--- src/rtl/core/twdp_pkg.sv ---
// Shared widths, weight codes and inter-stage structs for the ternary weight dot product.
// Used by every module under rtl/core; depends on nothing.
package twdp_pkg;

    localparam int LANES      = 4;
    localparam int CODE_W     = 2;
    localparam int ACT_W      = 16;
    localparam int CONTRIB_W  = ACT_W + 1;
    localparam int LANE_SUM_W = CONTRIB_W + 2;
    localparam int ACC_W      = 30;
    localparam int SUM_W      = ACC_W + 1;
    localparam int SCALE_W    = 16;
    localparam int PROD_W     = ACC_W + SCALE_W;
    localparam int RESULT_W   = 48;
    localparam int USED_W     = 3;
    localparam int WEIGHT_W   = 8;
    localparam int S_TDATA_W  = 96;
    localparam int S_TUSER_W  = 1;

    typedef enum logic [CODE_W-1:0] {
        CODE_ZERO = 2'd0,
        CODE_ADD  = 2'd1,
        CODE_SUB  = 2'd2,
        CODE_NOP  = 2'd3
    } code_t;

    // Control that travels with the registered lane contributions.
    typedef struct packed {
        logic                       valid;
        logic                       last;
        logic                       gate;
        logic signed [SCALE_W-1:0]  scale;
    } stage_ctrl_t;

    // Operands handed from the merge stage to the scaling multiplier.
    typedef struct packed {
        logic                       valid;
        logic signed [ACC_W-1:0]    acc;
        logic signed [SCALE_W-1:0]  scale;
    } mult_req_t;

    function automatic logic signed [CONTRIB_W-1:0] lane_contrib(
        input code_t                   code,
        input logic signed [ACT_W-1:0] act,
        input logic                    lane_on
    );
        logic signed [CONTRIB_W-1:0] ext;
        logic signed [CONTRIB_W-1:0] res;
        ext = CONTRIB_W'(act);
        res = '0;
        if (lane_on) begin
            case (code)
                CODE_ADD: res = ext;
                CODE_SUB: res = -ext;
                default:  res = '0;
            endcase
        end
        return res;
    endfunction

endpackage

--- src/rtl/core/twdp_lane.sv ---
// One weight lane: decodes its 2-bit ternary code and registers +act, -act or zero.
// Depends on twdp_pkg.
module twdp_lane (
    input  logic                                    aclk,
    input  logic                                    load,
    input  logic [twdp_pkg::CODE_W-1:0]             code,
    input  logic signed [twdp_pkg::ACT_W-1:0]       act,
    input  logic                                    lane_on,
    output logic signed [twdp_pkg::CONTRIB_W-1:0]   contrib
);
    import twdp_pkg::*;

    logic signed [CONTRIB_W-1:0] contrib_reg;
    logic signed [CONTRIB_W-1:0] contrib_next;

    always_comb begin
        contrib_next = contrib_reg;
        if (load) begin
            contrib_next = lane_contrib(code_t'(code), act, lane_on);
        end
    end

    always_ff @(posedge aclk) begin
        contrib_reg <= contrib_next;
    end

    assign contrib = contrib_reg;

endmodule

--- src/rtl/core/twdp_merge.sv ---
// Merge stage: adds the lane contributions into the saturating accumulator and,
// on the last item of a neuron, hands the final sum to the scaling multiplier.
// Depends on twdp_pkg.
module twdp_merge (
    input  logic                                                   aclk,
    input  logic                                                   aresetn,
    input  twdp_pkg::stage_ctrl_t                                  ctrl,
    input  logic signed [twdp_pkg::LANES-1:0][twdp_pkg::CONTRIB_W-1:0] contrib,
    input  logic                                                   out_ready,
    output logic                                                   take_ok,
    output twdp_pkg::mult_req_t                                    req
);
    import twdp_pkg::*;

    localparam logic signed [SUM_W-1:0] SUM_MAX = SUM_W'((1 << (ACC_W - 1)) - 1);
    localparam logic signed [SUM_W-1:0] SUM_MIN = -SUM_MAX - SUM_W'(1);

    logic signed [ACC_W-1:0]      acc_reg,   acc_next;
    logic                         req_valid_reg, req_valid_next;
    logic signed [ACC_W-1:0]      req_acc_reg,   req_acc_next;
    logic signed [SCALE_W-1:0]    req_scale_reg, req_scale_next;

    logic signed [LANE_SUM_W-1:0] lane_sum;
    logic signed [SUM_W-1:0]      wide_sum;
    logic signed [ACC_W-1:0]      sat_sum;
    logic signed [ACC_W-1:0]      acc_upd;
    logic                         consume;

    // A non-last item leaves nothing for the multiplier, so it never waits.
    assign take_ok = !ctrl.last || !req_valid_reg || out_ready;
    assign consume = ctrl.valid && take_ok;

    always_comb begin
        lane_sum = '0;
        // An element of a packed array is unsigned, so it is sign-extended explicitly.
        for (int k = 0; k < LANES; k++) begin
            lane_sum = lane_sum + LANE_SUM_W'($signed(contrib[k]));
        end
        wide_sum = SUM_W'(acc_reg) + SUM_W'(lane_sum);
        if (wide_sum > SUM_MAX) begin
            sat_sum = ACC_W'(SUM_MAX);
        end else if (wide_sum < SUM_MIN) begin
            sat_sum = ACC_W'(SUM_MIN);
        end else begin
            sat_sum = ACC_W'(wide_sum);
        end
        acc_upd = ctrl.gate ? sat_sum : acc_reg;
    end

    always_comb begin
        acc_next       = acc_reg;
        req_valid_next = req_valid_reg;
        req_acc_next   = req_acc_reg;
        req_scale_next = req_scale_reg;
        if (out_ready) begin
            req_valid_next = 1'b0;
        end
        if (consume) begin
            if (ctrl.last) begin
                acc_next       = '0;
                req_valid_next = 1'b1;
                req_acc_next   = ctrl.gate ? acc_upd : '0;
                req_scale_next = ctrl.scale;
            end else begin
                acc_next = acc_upd;
            end
        end
    end

    always_ff @(posedge aclk) begin
        if (!aresetn) begin
            acc_reg       <= '0;
            req_valid_reg <= 1'b0;
        end else begin
            acc_reg       <= acc_next;
            req_valid_reg <= req_valid_next;
        end
        req_acc_reg   <= req_acc_next;
        req_scale_reg <= req_scale_next;
    end

    assign req.valid = req_valid_reg;
    assign req.acc   = req_acc_reg;
    assign req.scale = req_scale_reg;

    a_clear_after_last: assert property (@(posedge aclk) disable iff (!aresetn)
        consume && ctrl.last |=> acc_reg == '0)
        else $error("accumulator not cleared after the last item");

    a_gate_off_zero: assert property (@(posedge aclk) disable iff (!aresetn)
        consume && ctrl.last && !ctrl.gate |=> req_valid_reg && req_acc_reg == '0)
        else $error("gated-off neuron did not hand over zero");

    a_hold_when_blocked: assert property (@(posedge aclk) disable iff (!aresetn)
        req_valid_reg && !out_ready |=> req_valid_reg && $stable(req_acc_reg))
        else $error("multiplier operands lost while blocked");

endmodule

--- src/rtl/core/twdp_scale.sv ---
// Scaling stage: multiplies the final Q22.8 sum by the Q8.8 scale and holds the
// Q32.16 result in the output register. Depends on twdp_pkg.
module twdp_scale (
    input  logic                                 aclk,
    input  logic                                 aresetn,
    input  twdp_pkg::mult_req_t                  req,
    output logic                                 out_ready,
    output logic                                 m_tvalid,
    input  logic                                 m_tready,
    output logic [twdp_pkg::RESULT_W-1:0]        m_tdata
);
    import twdp_pkg::*;

    logic                      m_valid_reg, m_valid_next;
    logic [RESULT_W-1:0]       result_reg,  result_next;
    logic signed [PROD_W-1:0]  prod;

    assign out_ready = !m_valid_reg || m_tready;
    assign prod      = PROD_W'(req.acc) * PROD_W'(req.scale);

    always_comb begin
        m_valid_next = m_valid_reg;
        result_next  = result_reg;
        if (m_tready) begin
            m_valid_next = 1'b0;
        end
        if (req.valid && out_ready) begin
            m_valid_next = 1'b1;
            result_next  = RESULT_W'(prod);
        end
    end

    always_ff @(posedge aclk) begin
        if (!aresetn) begin
            m_valid_reg <= 1'b0;
        end else begin
            m_valid_reg <= m_valid_next;
        end
        result_reg <= result_next;
    end

    assign m_tvalid = m_valid_reg;
    assign m_tdata  = result_reg;

    a_rise_has_source: assert property (@(posedge aclk) disable iff (!aresetn)
        $rose(m_valid_reg) |-> $past(req.valid))
        else $error("result appeared without a pending sum");

endmodule

--- src/rtl/core/ternary_weight_dot_product.sv ---
// Top level of the ternary weight dot product: input unpacking, four weight lanes,
// the merge/accumulate stage and the scaling output stage.
// Depends on twdp_pkg, twdp_lane, twdp_merge and twdp_scale.
//
//  Channel | Direction | Payload
//  --------+-----------+--------------------------------------------------------------
//  s_      | in        | tdata: weight byte, 4 activations, lanes used, scale; tuser: gate
//  m_      | out       | tdata: 48-bit Q32.16 result, one per item with tlast set
//
// One item is accepted per cycle while no last item is held back by a stalled m_ side. The
// accumulator add and saturate in the merge stage closes a loop on the accumulator register
// and sets that rate. The last item passes the lane registers, then the merge request
// register, then the multiplier output register, before m_tvalid rises. aresetn clears
// the accumulator and all valid bits. A stalled m_ side only holds back items marked last,
// and new input waits behind such an item; other items keep flowing into the accumulator.
module ternary_weight_dot_product (
    input  logic                                aclk,
    input  logic                                aresetn,
    input  logic                                s_tvalid,
    output logic                                s_tready,
    // weight_byte[7:0], act_lane0[23:8], act_lane1[39:24], act_lane2[55:40],
    // act_lane3[71:56], lanes_used[74:72], scale[90:75], zero [95:91]
    input  logic [twdp_pkg::S_TDATA_W-1:0]      s_tdata,
    // gate[0]
    input  logic [twdp_pkg::S_TUSER_W-1:0]      s_tuser,
    input  logic                                s_tlast,
    output logic                                m_tvalid,
    input  logic                                m_tready,
    // result[47:0]
    output logic [twdp_pkg::RESULT_W-1:0]       m_tdata
);
    import twdp_pkg::*;

    localparam int ACT_LO    = WEIGHT_W;
    localparam int USED_LO   = ACT_LO + LANES * ACT_W;
    localparam int SCALE_LO  = USED_LO + USED_W;

    logic [WEIGHT_W-1:0]                 weight_byte;
    logic [USED_W-1:0]                   lanes_used;
    logic signed [SCALE_W-1:0]           scale;
    logic                                s_accept;
    logic                                take_ok;
    logic                                out_ready;
    logic signed [LANES-1:0][CONTRIB_W-1:0] contrib;
    stage_ctrl_t                         ctrl_reg, ctrl_next;
    mult_req_t                           req;

    assign weight_byte = s_tdata[WEIGHT_W-1:0];
    assign lanes_used  = s_tdata[USED_LO +: USED_W];
    assign scale       = s_tdata[SCALE_LO +: SCALE_W];

    assign s_tready = !ctrl_reg.valid || take_ok;
    assign s_accept = s_tvalid && s_tready;

    for (genvar k = 0; k < LANES; k++) begin : g_lane
        twdp_lane u_lane (
            .aclk    (aclk),
            .load    (s_accept),
            .code    (weight_byte[CODE_W*k +: CODE_W]),
            .act     (s_tdata[ACT_LO + ACT_W*k +: ACT_W]),
            .lane_on (lanes_used > USED_W'(k)),
            .contrib (contrib[k])
        );
    end

    always_comb begin
        ctrl_next = ctrl_reg;
        if (ctrl_reg.valid && take_ok) begin
            ctrl_next.valid = 1'b0;
        end
        if (s_accept) begin
            ctrl_next.valid = 1'b1;
            ctrl_next.last  = s_tlast;
            ctrl_next.gate  = s_tuser[0];
            ctrl_next.scale = scale;
        end
    end

    always_ff @(posedge aclk) begin
        if (!aresetn) begin
            ctrl_reg.valid <= 1'b0;
        end else begin
            ctrl_reg.valid <= ctrl_next.valid;
        end
        ctrl_reg.last  <= ctrl_next.last;
        ctrl_reg.gate  <= ctrl_next.gate;
        ctrl_reg.scale <= ctrl_next.scale;
    end

    twdp_merge u_merge (
        .aclk      (aclk),
        .aresetn   (aresetn),
        .ctrl      (ctrl_reg),
        .contrib   (contrib),
        .out_ready (out_ready),
        .take_ok   (take_ok),
        .req       (req)
    );

    twdp_scale u_scale (
        .aclk      (aclk),
        .aresetn   (aresetn),
        .req       (req),
        .out_ready (out_ready),
        .m_tvalid  (m_tvalid),
        .m_tready  (m_tready),
        .m_tdata   (m_tdata)
    );

    a_stall_only_last: assert property (@(posedge aclk) disable iff (!aresetn)
        ctrl_reg.valid && !take_ok |-> ctrl_reg.last && req.valid)
        else $error("input stalled behind an item that is not last");

endmodule

--- config.mk ---
export PLATFORM = sky130hd
export DESIGN_NAME = ternary_weight_dot_product
export DESIGN_NICKNAME = d
export VERILOG_FILES = /design/src/rtl/core/twdp_pkg.sv /design/src/rtl/core/twdp_lane.sv /design/src/rtl/core/twdp_merge.sv /design/src/rtl/core/twdp_scale.sv /design/src/rtl/core/ternary_weight_dot_product.sv
export SDC_FILE = /design/constraint.sdc
export NUM_CORES = 2
export LEC_CHECK = 0
export BUFFER_PORTS_ARGS = -buffer_cell sky130_fd_sc_hd__buf_2
export CORE_ASPECT_RATIO = 1.2
export CORE_MARGIN = 2
export CORE_UTILIZATION = 45
export CTS_CLUSTER_SIZE = 25
export DETAILED_ROUTE_END_ITERATION = 16
export GPL_TIMING_DRIVEN = 0
export RECOVER_POWER = 100
export SYNTH_ARGS = -nofsm -noshare
export SYNTH_HDL_FRONTEND = slang
export SYNTH_SLANG_ARGS = --single-unit
--- constraint.sdc ---
create_clock -name aclk -period 8.75 [get_ports aclk]
set_input_delay 1.3125 -clock aclk [delete_from_list [all_inputs] [get_ports aclk]]
set_output_delay 1.3125 -clock aclk [all_outputs]
set_load 0.05 [all_outputs]
Yosys cells after proc, flatten, opt, wreduce, memory -nomap -nowiden:

Cells that the tools add are included.

* memories kept: 0
* RAM bits: 0
* ROM bits: 0
* output and inout port bits: 50
* bits in registers: 211
* latch bits: 0

* shift-type cells: 0
* divide/modulo/power cells: 0
* reduce and logical (&&, ||, !) cells: 14
* bitwise logic cells: 0
* eq/ne operators: 8
* add/subtract/negate cells: 8
* $lt $le $gt $ge: 6
* mux-type cells: 15
* multipliers: 1

Operators with widths (count)
* 17-bit one-hot mux with 2 select lines: 4
* 30-bit two-way mux: 4
* 16-bit negation with 17-bit output: 4
* 30-bit by 16-bit multiplier with 46-bit output: 1
* 30-bit by 19-bit adder with 31-bit output: 1
* 31-bit by 30-bit greater-than comparator with 1-bit output, second input constant: 1
* 31-bit by 30-bit less-than comparator with 1-bit output, second input constant: 1
* 18-bit by 17-bit adder with 19-bit output: 1
* 19-bit by 17-bit adder with 19-bit output: 1
* 19-bit two-way mux: 1
* 17-bit by 17-bit adder with 18-bit output: 1
* 2-bit by 1-bit equality test with 1-bit output, second input constant: 4
* 2-bit equality test, second input constant: 4
* 3-bit by 1-bit greater-than comparator with 1-bit output, second input constant: 2
* 3-bit by 2-bit greater-than comparator with 1-bit output, second input constant: 2
* 1-bit two-way mux: 6
* 1-bit zero test: 4
* 1-bit logical OR: 4
* 2-bit nonzero test: 2
* 1-bit logical AND: 3
* 2-bit AND reduction: 1

Logic depth before layout (Yosys ltp):

* depth in word-level cells: 9
* gate-level depth with buffers: 24
* gate-level depth less buffers: 23

By module:

From an unflattened synthesis, not the netlist that was laid out.

* cell total of the unflattened synthesis: 3166
* area, all modules: 30076.3 sq um

By module, submodules not included
* twdp_scale: area an instance 18522.8 sq um, times used 1, cells each 2006
* twdp_merge: area an instance 6490.0 sq um, times used 1, cells each 685
* twdp_lane: area an instance 1113.6 sq um, times used 4, cells each 112
* ternary_weight_dot_product: area an instance 609.3 sq um, times used 1, cells each 27

Worst setup path after synthesis:

No wires, ideal clock.

* path type: in2reg
* start: input port m_tready
* end: register ctrl_reg[0] (netlist name), enable pin
* arrival: 5.895 ns
* stages on the path: 3
* setup slack: 2.274 ns
* buffers on the path: 0
* cell sequence: nor2b_1 and2_1 a31oi_1

* cells in the longest elaborated chain, start to end: 4

Ends and longest elaborated chain
* start: declaration: line ternary_weight_dot_product.sv:28 `input logic m_tready,`
* 1-bit logical OR: line twdp_scale.sv:18 `assign out_ready = !m_valid_reg || m_tready;`
* 1-bit logical OR: line twdp_merge.sv:30 `assign take_ok = !ctrl.last || !req_valid_reg || out_ready;`
* 1-bit logical OR: line ternary_weight_dot_product.sv:52 `assign s_tready = !ctrl_reg.valid || take_ok;`
* 1-bit logical AND: line ternary_weight_dot_product.sv:53 `assign s_accept = s_tvalid && s_tready;`
* via g_lane[0].u_lane.load: line twdp_lane.sv:5 `input logic load,`
* end: declaration: line ternary_weight_dot_product.sv:45 `stage_ctrl_t ctrl_reg, ctrl_next;`

The timed path passes the listed nets, and every way through them passes these cells.
A chain may end at the register's enable or synchronous reset.

Final worst setup path:

* start: register u_merge.req_scale_reg[15]
* end: register u_scale.result_reg[43], in the netlist u_scale.m_tdata[43] (data pin)

* cells in the longest elaborated chain, start to end: 1

Ends and longest elaborated chain
* start: declaration: line twdp_merge.sv:21 `logic signed [SCALE_W-1:0] req_scale_reg, req_scale_next;`
* start signal: assignment: line twdp_merge.sv:79 `req_scale_reg <= req_scale_next;`
* 30-bit by 16-bit multiplier with 46-bit output: line twdp_scale.sv:19 `assign prod = PROD_W'(req.acc) * PROD_W'(req.scale);`
* via u_scale.prod[43]: line twdp_scale.sv:16 `logic signed [PROD_W-1:0] prod;`
* end signal: assignment: line twdp_scale.sv:39 `result_reg <= result_next;`
* end: declaration: line twdp_scale.sv:15 `logic [RESULT_W-1:0] result_reg, result_next;`

The timed path passes the listed nets, and every way through them passes these cells.

==> key figures <==
Setup path
  – Crit path max-delay cell type: a211oi_1
  – CP dominant cell by count: fa_1
  – Critical Path Fanout Max: 10
  – Critical Path RT: 9.04 ns
  – CP Capture Type: flip-flop
  – Peak per-stage delay on the critical path: 1.07 ns
  – CP cell instances: inv_2, clkbuf_1, nor2_1, fa_1, fa_1, fa_1, fa_1, fa_1, inv_1, fa_1, inv_1, ha_1, clkbuf_1, a21oi_1, o21ai_0, or2_2, a211oi_1, o21ai_1, a21o_1, a21oi_1, o211ai_1
  – CP Launch Type: flip-flop
  – Crit path buf inv count: 5
  – Arrival time worst endpoint: 8.50 ns
  – Crit path max-delay family: adder cells
  – Critical path class: reg2reg

Place
  – Port bufs: 146
  – Routability Congestion: 0.926
  – Post-detail-place hpwl: 65.6 mm
  – DP Area: 31300 sq um

Timing
  – Clock Skews: 0.0127 ns
  – Final period util: 93.8%
  – RSZ-0062 raised after global routing: false
  – F_max: 122 MHz
  – Slew Viols, Final: 20
  – Final setup viols: 0
  – Worst slew pin tran: 1.81 ns
  – Worst hold slack: 0.416 ns
  – Slew HR: -20.8%
  – Post-Route Setup TNS: 0 ns
  – Endpoints failing hold: 0
  – Shortest period the worst path allows: 8.21 ns

Floorplanning
  – DIE WIDTH: 237 um
  – Core footprint: 64600 sq um
  – Starting density of the core: 45.5%
  – Die area: 67400 sq um
  – FP Rows: 102
  – I/O pins: 152
  – Die height: 284 um

Logic synthesis
  – Cell variety after synth: 80
  – FF+latch count, synth: 211
  – Main synth FF type: edfxtp_1
  – Xor and xnor area share after synthesis: 2.11%
  – Post-synth EDFFs: 178
  – Simple-gate share of the synthesized area: 15.3%
  – Mux share of post-synthesis cell area: 0.0341%
  – Async S/R FF share, synth: 0%
  – Synthesized area: 29400 sq um
  – Post-synthesis adder-cell area fraction: 42.1%
  – Largest family of logic cells by synthesized area: adder cells
  – Post-synthesis sequential area ratio: 20.4%
  – Synthesis Warnings: 0
  – Gate Count Post-Synth: 3122
  – Post-synthesis compound-gate area fraction: 9.11%
  – Syn Nets: 3899
  – Mean Syn Cell Area: 9.41 sq um

Clock network
  – Clock latency on the worst-skew pair: 0.56 ns
  – Hold_buf cts: 0
  – CTS tree: done
  – Number of setup buffers added after CTS: 0
  – Reg clk slew, reported paths: 0.07 ns
  – H-tree levels: 1
  – Total CTS buffers: 24
  – CTS max path bufs: 3
  – Clock Sinks: 211
  – CTS resizes: 0
  – Root buf cell: clkbuf_16

Finish
  – Commonest non-fill, non-tap cell in the layout: inv_1
  – Fin nets: 4077
  – Most frequent cells in the layout: 715 x inv_1, 522 x fa_1, 378 x nand2_1
  – Post-route cell area: 31800 sq um
  – Largest register FFs: 68
  – Area Overhead vs Synth: 8.22%
  – Share of cells above drive strength 1: 4.64%
  – N_diodes: 0

Route
  – Via count: 21600
  – Routed Antenna Nets: 0
  – DRC viols: 0
  – Final Routed Wirelength: 76.8 mm
  – First-iteration detailed-routing DRC count: 1278
  – Vias per inst: 5.20
  – WL/cell: 18.5 um
  – DRT Pass-1 Iters: 6

Job
  – Max Cap Viol: 1

GRT
  – First-pass GRT wire length: 123 mm
  – GRT overflow: 0
  – GRT Overall Usage: 23.5%
  – Vias in the first global route: 22700
  – Initial antenna violation count: 2
  – Largest net degree at the start of global routing: 29

Outcome
  – Status: finished, violations left
  – Failing checks: max-capacitance violations, max-slew violations

Worst hold path
  – Worst Hold Class: reg2reg
-- synthesized netlist by cell type (47+ instances only) --
library cell	instances	area [sq um]
nand3_1	48	240
and2_1	201	1260
ha_1	153	1910
clkbuf_1	112	420
nor2_1	134	503
nand2_1	378	1420
xnor2_1	47	412
a21oi_1	128	641
o21ai_0	53	265
fa_1	522	10500
inv_1	715	2680
edfxtp_1	178	5350
-- layer usage --
metal	GRT usage, %	share of wire (%)	vias up
met5	0	0.016	-
met4	7.22	3.5	2
met3	2.68	5.3	115
met2	42.7	51	634
met1	29.1	40	10700
li1	-	-	10100
-- worst paths after layout --
kind / from / endpoint / slack (ns) / cells past startpoint
min reg2reg: ctrl_reg[11]$_DFFE_PP_ / u_merge.req_scale_reg[11]$_DFFE_PP_ / 0.42 / 0
max: u_merge.req_scale_reg[15]$_DFFE_PP_ / u_scale.m_tdata[43]$_DFFE_PP_ / 0.54 / 21
min: ctrl_reg[11]$_DFFE_PP_ / u_merge.req_scale_reg[11]$_DFFE_PP_ / 0.42 / 0
max reg2reg: u_merge.req_scale_reg[15]$_DFFE_PP_ / u_scale.m_tdata[43]$_DFFE_PP_ / 0.54 / 21
-- metrics by stage --
stage | instances | setup slack (ns) | utilization, %
global route | 4149 | 0.224 | 49.3
global placement | 4100 | 0.134 | 48.3
CTS | 4149 | 0.501 | 49.7
detailed placement | 4106 | 0.535 | 48.5
floorplan | 3122 | 2.27 | -
finish | 4149 | 0.540 | 49.3
-- cell type report --
class / instances / area, sq um
clock inverter: 11 / 123
sequential: 211 / 6010
multi-input combinational: 2065 / 20100
timing repair buffer: 152 / 669
buffer: 129 / 504
clock buffer: 32 / 673
inverter: 717 / 2690
fill: 6149 / 32800
tap: 832 / 1040
-- kinds of logic after synthesis --
logic type | count (synthesis)
adder cells (fa/ha/maj) | 675
XOR/XNOR | 70
buffers and inverters | 846
multiplexers | 1
AND/OR/NAND/NOR | 925
AO/OA/AOI/OAI | 394
flip-flops | 211
Power is left out: the tool's default activity adds up to more than one toggle a clock period on the data nets, which glitch-free logic cannot reach.
